===== config.mk =====
export PLATFORM = sky130hd
export DESIGN_NAME = three_axis_stepper_phase_sequencer
export DESIGN_NICKNAME = d
export VERILOG_FILES = /design/src/rtl/tasps_pkg.sv /design/src/rtl/three_axis_stepper_phase_sequencer.sv
export VERILOG_INCLUDE_DIRS = /design/src /design/src/rtl
export SDC_FILE = /design/constraint.sdc
export NUM_CORES = 1
export LEC_CHECK = 0
export BUFFER_PORTS_ARGS = -buffer_cell sky130_fd_sc_hd__buf_2
export CAP_MARGIN = 15
export CORE_ASPECT_RATIO = 1.4
export CORE_MARGIN = 8
export CORE_UTILIZATION = 59
export DETAILED_ROUTE_END_ITERATION = 6
export HOLD_SLACK_MARGIN = 0.02
export PLACE_DENSITY = 0.85
export SYNTH_ARGS = -nofsm -noshare
export SYNTH_HDL_FRONTEND = slang
export SYNTH_SLANG_ARGS = --single-unit

===== constraint.sdc =====
create_clock -name clk -period 6.5 [get_ports clk]
set_clock_uncertainty 0.1 [all_clocks]
set_input_delay 1.95 -clock clk [delete_from_list [all_inputs] [get_ports clk]]
set_output_delay 1.95 -clock clk [all_outputs]
set_load 0.005 [all_outputs]

===== src/rtl/three_axis_stepper_phase_sequencer_assert.svh =====
// Assertion macros for the stepper phase sequencer
`ifndef THREE_AXIS_STEPPER_PHASE_SEQUENCER_ASSERT_SVH
`define THREE_AXIS_STEPPER_PHASE_SEQUENCER_ASSERT_SVH

// same-cycle implication, held off during reset
`define TASPS_ASSERT_IMP(lbl, ante, cons) \
  lbl: assert property (@(posedge clk) disable iff (!rst_n) (ante) |-> (cons)) \
    else $error("tasps: implication check failed");

// next-cycle implication, held off during reset
`define TASPS_ASSERT_NXT(lbl, ante, cons) \
  lbl: assert property (@(posedge clk) disable iff (!rst_n) (ante) |=> (cons)) \
    else $error("tasps: next-cycle check failed");

`endif


===== src/rtl/tasps_pkg.sv =====
// Types, constants and phase tables for the stepper phase sequencer
`default_nettype none

package tasps_pkg;

  localparam int AXIS_COUNT = 3;
  localparam int AXIS_W     = 2;
  localparam int IN_DATA_W  = 40;
  localparam int CFG_ADDR_W = 4;

  typedef logic [2:0] phase_t;
  typedef logic [1:0] level_t;
  typedef logic [7:0] byte_t;

  typedef enum logic {
    OP_STEP  = 1'b0,
    OP_LEVEL = 1'b1
  } op_t;

  typedef enum logic [1:0] {
    REG_FULL_STEP_MASK = 2'd0,
    REG_OFF_THRESHOLD  = 2'd1,
    REG_LOW_THRESHOLD  = 2'd2,
    REG_MID_THRESHOLD  = 2'd3
  } reg_idx_t;

  localparam byte_t RST_OFF_THRESHOLD = 8'd0;
  localparam byte_t RST_LOW_THRESHOLD = 8'd51;
  localparam byte_t RST_MID_THRESHOLD = 8'd153;

  function automatic byte_t half_pat(level_t lvl, phase_t idx);
    byte_t row [8];
    begin
      case (lvl)
        2'd0:    row = '{8'h3F, 8'h3F, 8'h1F, 8'h1F, 8'h1B, 8'h1B, 8'h3B, 8'h3B};
        2'd1:    row = '{8'h37, 8'h36, 8'h1E, 8'h16, 8'h13, 8'h12, 8'h3A, 8'h32};
        2'd2:    row = '{8'h2F, 8'h2D, 8'h1D, 8'h0D, 8'h0B, 8'h09, 8'h39, 8'h29};
        default: row = '{8'h27, 8'h2D, 8'h1C, 8'h0D, 8'h03, 8'h09, 8'h38, 8'h29};
      endcase
      return row[idx];
    end
  endfunction

  function automatic byte_t full_pat(level_t lvl, logic [1:0] idx);
    byte_t row [4];
    begin
      case (lvl)
        2'd0:    row = '{8'h3F, 8'h3B, 8'h1B, 8'h1F};
        2'd1:    row = '{8'h36, 8'h32, 8'h12, 8'h16};
        2'd2:    row = '{8'h2D, 8'h29, 8'h09, 8'h0D};
        default: row = '{8'h24, 8'h20, 8'h00, 8'h04};
      endcase
      return row[idx];
    end
  endfunction

  // pattern plus axis address in the top two bits
  function automatic byte_t axis_cmd(level_t lvl, phase_t ph, logic full,
                                     logic [AXIS_W-1:0] axis);
    byte_t pat;
    begin
      pat = full ? full_pat(lvl, ph[1:0]) : half_pat(lvl, ph);
      return pat + {axis, 6'b0};
    end
  endfunction

endpackage

`default_nettype wire


===== src/rtl/three_axis_stepper_phase_sequencer.sv =====
// An accepted word waits in the input stage, then its command bytes load into the result buffer that drives out_*.
// Throughput: one input word per cycle when it yields at most one command byte and out_tready
// stays high; a step word with k nonzero counts holds the result buffer until its k bytes drain,
// one byte per cycle while out_tready is high. Reset (synchronous, rst_n low): phase indices
// and current levels go to zero, config registers to their defaults, input and result stages empty.
`default_nettype none

module three_axis_stepper_phase_sequencer (
  input  wire logic                                clk,
  input  wire logic                                rst_n,
  // in_tdata: steps_x[7:0], steps_y[15:8], steps_z[23:16], direction_bits[26:24],
  //           target_axis[29:27], level_value[37:30], force_output[38], zero[39]
  input  wire logic [tasps_pkg::IN_DATA_W-1:0]     in_tdata,
  input  wire logic                                in_tuser,  // opcode
  input  wire logic                                in_tvalid,
  output logic                                     in_tready,
  output logic [7:0]                               out_tdata, // command_byte
  output logic                                     out_tlast, // last_of_run
  output logic                                     out_tvalid,
  input  wire logic                                out_tready,
  input  wire logic                                psel,
  input  wire logic                                penable,
  input  wire logic                                pwrite,
  input  wire logic [tasps_pkg::CFG_ADDR_W-1:0]    paddr,
  input  wire logic [31:0]                         pwdata,
  output logic [31:0]                              prdata,
  output logic                                     pready
);
  import tasps_pkg::*;

  `include "three_axis_stepper_phase_sequencer_assert.svh"

  // config registers
  logic [2:0] fsm_r;
  byte_t      off_thr_r, low_thr_r, mid_thr_r;
  reg_idx_t   reg_idx;
  logic       cfg_wr;

  // axis state
  phase_t phase_r [AXIS_COUNT];
  phase_t phase_nxt [AXIS_COUNT];
  level_t level_r [AXIS_COUNT];
  level_t level_nxt [AXIS_COUNT];

  // input stage
  logic                 s1_vld_r;
  op_t                  s1_op_r;
  logic [IN_DATA_W-1:0] s1_data_r;
  logic                 s1_mv;

  // result buffer, head at entry 0
  byte_t      buf_r [AXIS_COUNT];
  byte_t      buf_nxt [AXIS_COUNT];
  logic [1:0] rem_r;
  logic [1:0] rem_nxt;
  logic       pop;

  // unpacked fields of the staged word
  byte_t             steps [AXIS_COUNT];
  logic [2:0]        dir;
  logic [2:0]        tgt;
  byte_t             lvl_in;
  logic              force_out;
  logic              tgt_ok;
  logic [AXIS_W-1:0] tgt_i;
  level_t            lvl_q;
  byte_t             slot [AXIS_COUNT];
  logic [1:0]        n_res;

  assign pready  = 1'b1;
  assign reg_idx = reg_idx_t'(paddr[3:2]);
  assign cfg_wr  = psel && penable && pwrite && pready;

  always_ff @(posedge clk) begin
    if (!rst_n) begin
      fsm_r     <= '0;
      off_thr_r <= RST_OFF_THRESHOLD;
      low_thr_r <= RST_LOW_THRESHOLD;
      mid_thr_r <= RST_MID_THRESHOLD;
    end else if (cfg_wr) begin
      unique case (reg_idx)
        REG_FULL_STEP_MASK: fsm_r     <= pwdata[2:0];
        REG_OFF_THRESHOLD:  off_thr_r <= pwdata[7:0];
        REG_LOW_THRESHOLD:  low_thr_r <= pwdata[7:0];
        REG_MID_THRESHOLD:  mid_thr_r <= pwdata[7:0];
        default:            ;
      endcase
    end
  end

  always_comb begin
    unique case (reg_idx)
      REG_FULL_STEP_MASK: prdata = {29'b0, fsm_r};
      REG_OFF_THRESHOLD:  prdata = {24'b0, off_thr_r};
      REG_LOW_THRESHOLD:  prdata = {24'b0, low_thr_r};
      REG_MID_THRESHOLD:  prdata = {24'b0, mid_thr_r};
      default:            prdata = '0;
    endcase
  end

  // staged word moves on once the buffer is empty or drains its last byte now
  assign pop       = out_tvalid && out_tready;
  assign s1_mv     = s1_vld_r && ((rem_r == 2'd0) || ((rem_r == 2'd1) && out_tready));
  assign in_tready = !s1_vld_r || s1_mv;

  always_ff @(posedge clk) begin
    if (!rst_n) begin
      s1_vld_r <= 1'b0;
    end else if (in_tready) begin
      s1_vld_r <= in_tvalid;
    end
  end

  always_ff @(posedge clk) begin
    if (in_tready && in_tvalid) begin
      s1_op_r   <= op_t'(in_tuser);
      s1_data_r <= in_tdata;
    end
  end

  assign steps[0]  = s1_data_r[7:0];
  assign steps[1]  = s1_data_r[15:8];
  assign steps[2]  = s1_data_r[23:16];
  assign dir       = s1_data_r[26:24];
  assign tgt       = s1_data_r[29:27];
  assign lvl_in    = s1_data_r[37:30];
  assign force_out = s1_data_r[38];
  assign tgt_ok    = tgt < 3'(AXIS_COUNT);
  assign tgt_i     = tgt[AXIS_W-1:0];

  // thresholds are checked top-down so a non-ascending set still decides
  always_comb begin
    if (lvl_in > mid_thr_r)      lvl_q = 2'd3;
    else if (lvl_in > low_thr_r) lvl_q = 2'd2;
    else if (lvl_in > off_thr_r) lvl_q = 2'd1;
    else                         lvl_q = 2'd0;
  end

  always_comb begin
    phase_nxt = phase_r;
    level_nxt = level_r;
    slot      = '{default: '0};
    n_res     = '0;
    if (s1_op_r == OP_STEP) begin
      for (int a = 0; a < AXIS_COUNT; a++) begin
        if (steps[a] != 8'd0) begin
          phase_nxt[a] = dir[a] ? phase_r[a] + steps[a][2:0]
                                : phase_r[a] - steps[a][2:0];
          slot[n_res]  = axis_cmd(level_r[a], phase_nxt[a], fsm_r[a], AXIS_W'(a));
          n_res        = n_res + 2'd1;
        end
      end
    end else if (tgt_ok) begin
      level_nxt[tgt_i] = lvl_q;
      if (force_out) begin
        slot[0] = axis_cmd(lvl_q, phase_r[tgt_i], fsm_r[tgt_i], tgt_i);
        n_res   = 2'd1;
      end
    end
  end

  always_ff @(posedge clk) begin
    if (!rst_n) begin
      for (int a = 0; a < AXIS_COUNT; a++) begin
        phase_r[a] <= '0;
        level_r[a] <= '0;
      end
    end else if (s1_mv) begin
      phase_r <= phase_nxt;
      level_r <= level_nxt;
    end
  end

  always_comb begin
    buf_nxt = buf_r;
    rem_nxt = rem_r;
    if (s1_mv) begin
      buf_nxt = slot;
      rem_nxt = n_res;
    end else if (pop) begin
      for (int i = 0; i < AXIS_COUNT - 1; i++) begin
        buf_nxt[i] = buf_r[i+1];
      end
      rem_nxt = rem_r - 2'd1;
    end
  end

  always_ff @(posedge clk) begin
    if (!rst_n) begin
      rem_r <= '0;
    end else begin
      rem_r <= rem_nxt;
    end
  end

  always_ff @(posedge clk) begin
    buf_r <= buf_nxt;
  end

  assign out_tvalid = rem_r != 2'd0;
  assign out_tdata  = buf_r[0];
  assign out_tlast  = rem_r == 2'd1;

  // a new word never lands on bytes still waiting
  `TASPS_ASSERT_IMP(a_no_overwrite, s1_mv, (rem_r == 2'd0) || (rem_r == 2'd1 && out_tready))
  // a step on axis 0 puts axis 0's byte at the head
  `TASPS_ASSERT_NXT(a_x_first, s1_mv && s1_op_r == OP_STEP && steps[0] != 8'd0,
                    out_tvalid && out_tdata[7:6] == 2'd0)
  // no command byte ever carries the unused axis address
  `TASPS_ASSERT_IMP(a_axis_addr, out_tvalid, out_tdata[7:6] != 2'd3)

endmodule

`default_nettype wire

==> flow_summary.yaml <==
detailed_routing:
  met3_wirelength_um: 832
  top_layer_used: "met4"
  detail_route.vias_per_cell: 5.80
  remaining_drc_errors: 0
  wl_mm: 14.1
  vias: 4590
  routed_len_inst_um: 17.8
  routedLengthMet1_mm: 5.22
  wl_met2_mm: 7.45
  detail-route-antenna-nets: 0
  drt_pass1_iterations: 5
  initialDrtViolationCount: 352
global_routing:
  antenna_found_initial: 0
  grt_first_pass_wirelength_mm: 22.4
  maximum_number_of_pins_on_one_net_before_global_route_repair: 41
  first_global_vias: 4665
  grt_ovf: 0
  global_route.usage.total_pct: 20.9
synthesis:
  synth_ff_type: "sky130_fd_sc_hd__edfxtp_1"
  postSynth.asyncResetShare_pct: 0
  ffs_latches_synth: 108
  postSynthAreaPerCell_um2: 10.1
  number_of_enable_flip_flop_cells_after_synthesis: 63
  syn-instance-count: 593
  synth_warnings: 0
  sequential_area_share_after_synthesis_pct: 46.6
  cell_area_after_synthesis_um2: 5990
  yosysUniqueCellTypes: 65
power:
  power-per-cell-area_nw_per_um2: 272
  power.switching_mw: 0.484
  power.share.sequential_pct: 46.4
  clock_power_share_pct: 34.2
  power.ir.vdd_worst_mv: 0.171
  cellLeakagePower_nw: 2.71
  internal_power_mw: 1.33
  combinationalPowerShare_pct: 19.4
  switching_share_pct: 26.7
floorplanning:
  rows: 43
  initial_utilization_pct: 60.5
  design.core.area_um2: 9900
  die_x_um: 101
  fp.dieArea_um2: 13700
  die_h_um: 135
  io-pin-count: 128
sta:
  rsz0062_at_grt: "no"
  worst_slew_margin_rel_pct: 49.1
  timing.fmax_ghz: 0.197
  final_max_slew_viol_count: 0
  number_of_endpoints_failing_setup_at_the_final_stage: 0
  worst_slew_pin_slew_ns: 0.757
  shortest_clock_period_the_worst_path_allows_after_layout_ns: 5.08
  layout_worst_path_cycle_share_pct: 78.2
  setup-tns-final_ns: 0
  hold_viol_final: 0
  postLayoutSetupSlackWorst_ns: 1.42
clock_tree:
  post_cts.repair.setup_buffers: 0
  count_of_h_tree_levels_built_during_cts: 3
  clkSlewWorstSetupHoldPaths_ns: 0.07
  numCtsBuffers: 9
  post_cts_resize_count: 0
  cts_tree: "yes"
  later_pin_clock_latency_in_the_skew_report_ns: 0.35
  ctsRootBufferMaster: "sky130_fd_sc_hd__clkbuf_16"
  clock_path_buffers: 2
  tritoncts_num_sinks: 108
  cts_hold_repair.buffers: 0
placement:
  portBuffers: 75
  dp.final_hpwl_mm: 10.8
  pre_cts_ws_ns: 1.44
  dpl_cells: 775
  gpl.final_weighted_congestion: 0.934
setup_path:
  worst-endpoint-required_ns: 4.45
  cp.arrival_ns: 3.03
  cp_max_fo: 18
  nature_of_the_critical_path_startpoint: "primary input"
  crit-reg2reg-launch: "s1_data_r[5]"
  crit_type: "in2out"
  timing.critical_path.from: "paddr[3]"
  crit_path_end_kind: "output pin"
layout:
  layout-drive-gt1-share_pct: 16.4
  layout_common_cells: "sky130_fd_sc_hd__buf_2 (75), sky130_fd_sc_hd__nand2_1 (64), sky130_fd_sc_hd__edfxtp_1 (63), sky130_fd_sc_hd__dfxtp_1 (45), sky130_fd_sc_hd__nor2_1 (44)"
  area_growth_syn_to_layout_pct: 11.2
  final_cells: 792
  antennaDiodeCount: 0
  fin_nets: 776
  fill_cells: 770
  mostFrequentLayoutCell: "sky130_fd_sc_hd__buf_2"
run_status:
  run_status: "complete, no violations"
hold_path:
  worst_hold_startpoint: "mid_thr_r[1]"
  hold_class: "reg2reg"
flow_run:
  drv.max_cap_violation_count: 0
[worst paths after layout]
| kind | slack, ns | end | cells past startpoint |
|---|---|---|---|
| max reg2reg | 3.15 | out_tdata[0] | 10 |
| min reg2reg | 0.38 | mid_thr_r[1] | 2 |
| max | 1.42 | prdata[4] | 4 |
| min | 0.38 | mid_thr_r[1] | 2 |
[registers in the layout, summed over array words and instances, names as in the netlist, 6 cells and up]
signal and flops:
off_thr_r 8, mid_thr_r 8, s1_data_r 39, low_thr_r 8, buf_r 15, out_tdata 8
phase_r 9, level_r 6
[metal layers]
layer / up-vias / GRT usage [%]
met5: - / 0
met4: 0 / 11.9
met3: 44 / 4.48
met2: 184 / 37.2
met1: 2160 / 21.9
li1: 2202 / -
[cells in the mapped netlist (all sizes together), types with 6 or more instances]
| library cell | number | area [µm²] |
|---|---|---|
| nand2 | 64 | 240 |
| a211oi | 8 | 60.1 |
| o211ai | 11 | 82.6 |
| buf | 44 | 309 |
| xnor2 | 7 | 68.8 |
| edfxtp | 63 | 1890 |
| a22o | 6 | 52.6 |
| ha | 37 | 463 |
| a21oi | 37 | 185 |
| o21ai | 23 | 115 |
| nand4 | 8 | 50.1 |
| mux2i | 23 | 230 |
| nor2 | 46 | 178 |
| nand3 | 11 | 55.1 |
| dfxtp | 45 | 901 |
| inv | 42 | 158 |
| clkbuf | 9 | 33.8 |
| nor2b | 13 | 81.3 |
| nor3 | 8 | 40.0 |
| o221ai | 6 | 52.6 |
[power groups by stage]
stage	Clock [mW]	Sequential [mW]	Combinational (mW)
6_report	0.620	0.841	0.353
5_1_grt	0.650	0.848	0.390
3_3_place_gp	0	0.853	0.330
3_5_place_dp	0	0.857	0.344
2_1_floorplan	0	0.843	0.273
4_1_cts	0.627	0.841	0.347
[worst max-delay path, stage by stage]
cell and delay [ns]:
sky130_fd_sc_hd__buf_2 0.28, sky130_fd_sc_hd__nor2b_1 0.45, sky130_fd_sc_hd__a22o_1 0.23, sky130_fd_sc_hd__buf_2 0.12
[through the flow]
step	power (mW)	utilization [%]	hold WS [ns]	cell area [µm²]
after floorplan	1.12	-	0.346	6080
after global placement	1.18	63.6	0.358	6290
after detailed placement	1.20	63.6	0.378	6290
after CTS	1.82	67.0	0.385	6640
after global routing	1.89	67.3	0.405	6660
final	1.81	67.3	0.383	6660
[cell families (layout without fill, tap and decap cells)]
logic type / count (synthesis) / in the layout / share of synthesized area (%)
AOI/OAI and AO/OA: 127 / 127 / 14.0
xor gates and xnor gates: 13 / 13 / 2.74
adders and majority gates: 40 / 40 / 8.73
buffers and inverters: 96 / 137 / 8.42
DFF: 108 / 108 / 46.6
muxes: 29 / 29 / 5.53
other: 2 / 25 / 0.125
and+or+nand+nor: 178 / 178 / 13.8
[layout make-up]
class                   instances  area (µm²)  area share (%)
inverters                      43         161            2.42
clock inverters                 6         113            1.69
repair buffers                 78         418            6.27
well taps                     135         169            2.54
flip-flops and latches        108        2790            41.9
multi-input cells             412        2780            41.7
clock buffers                  10         229            3.44
Power figures use the tool's default switching activity.
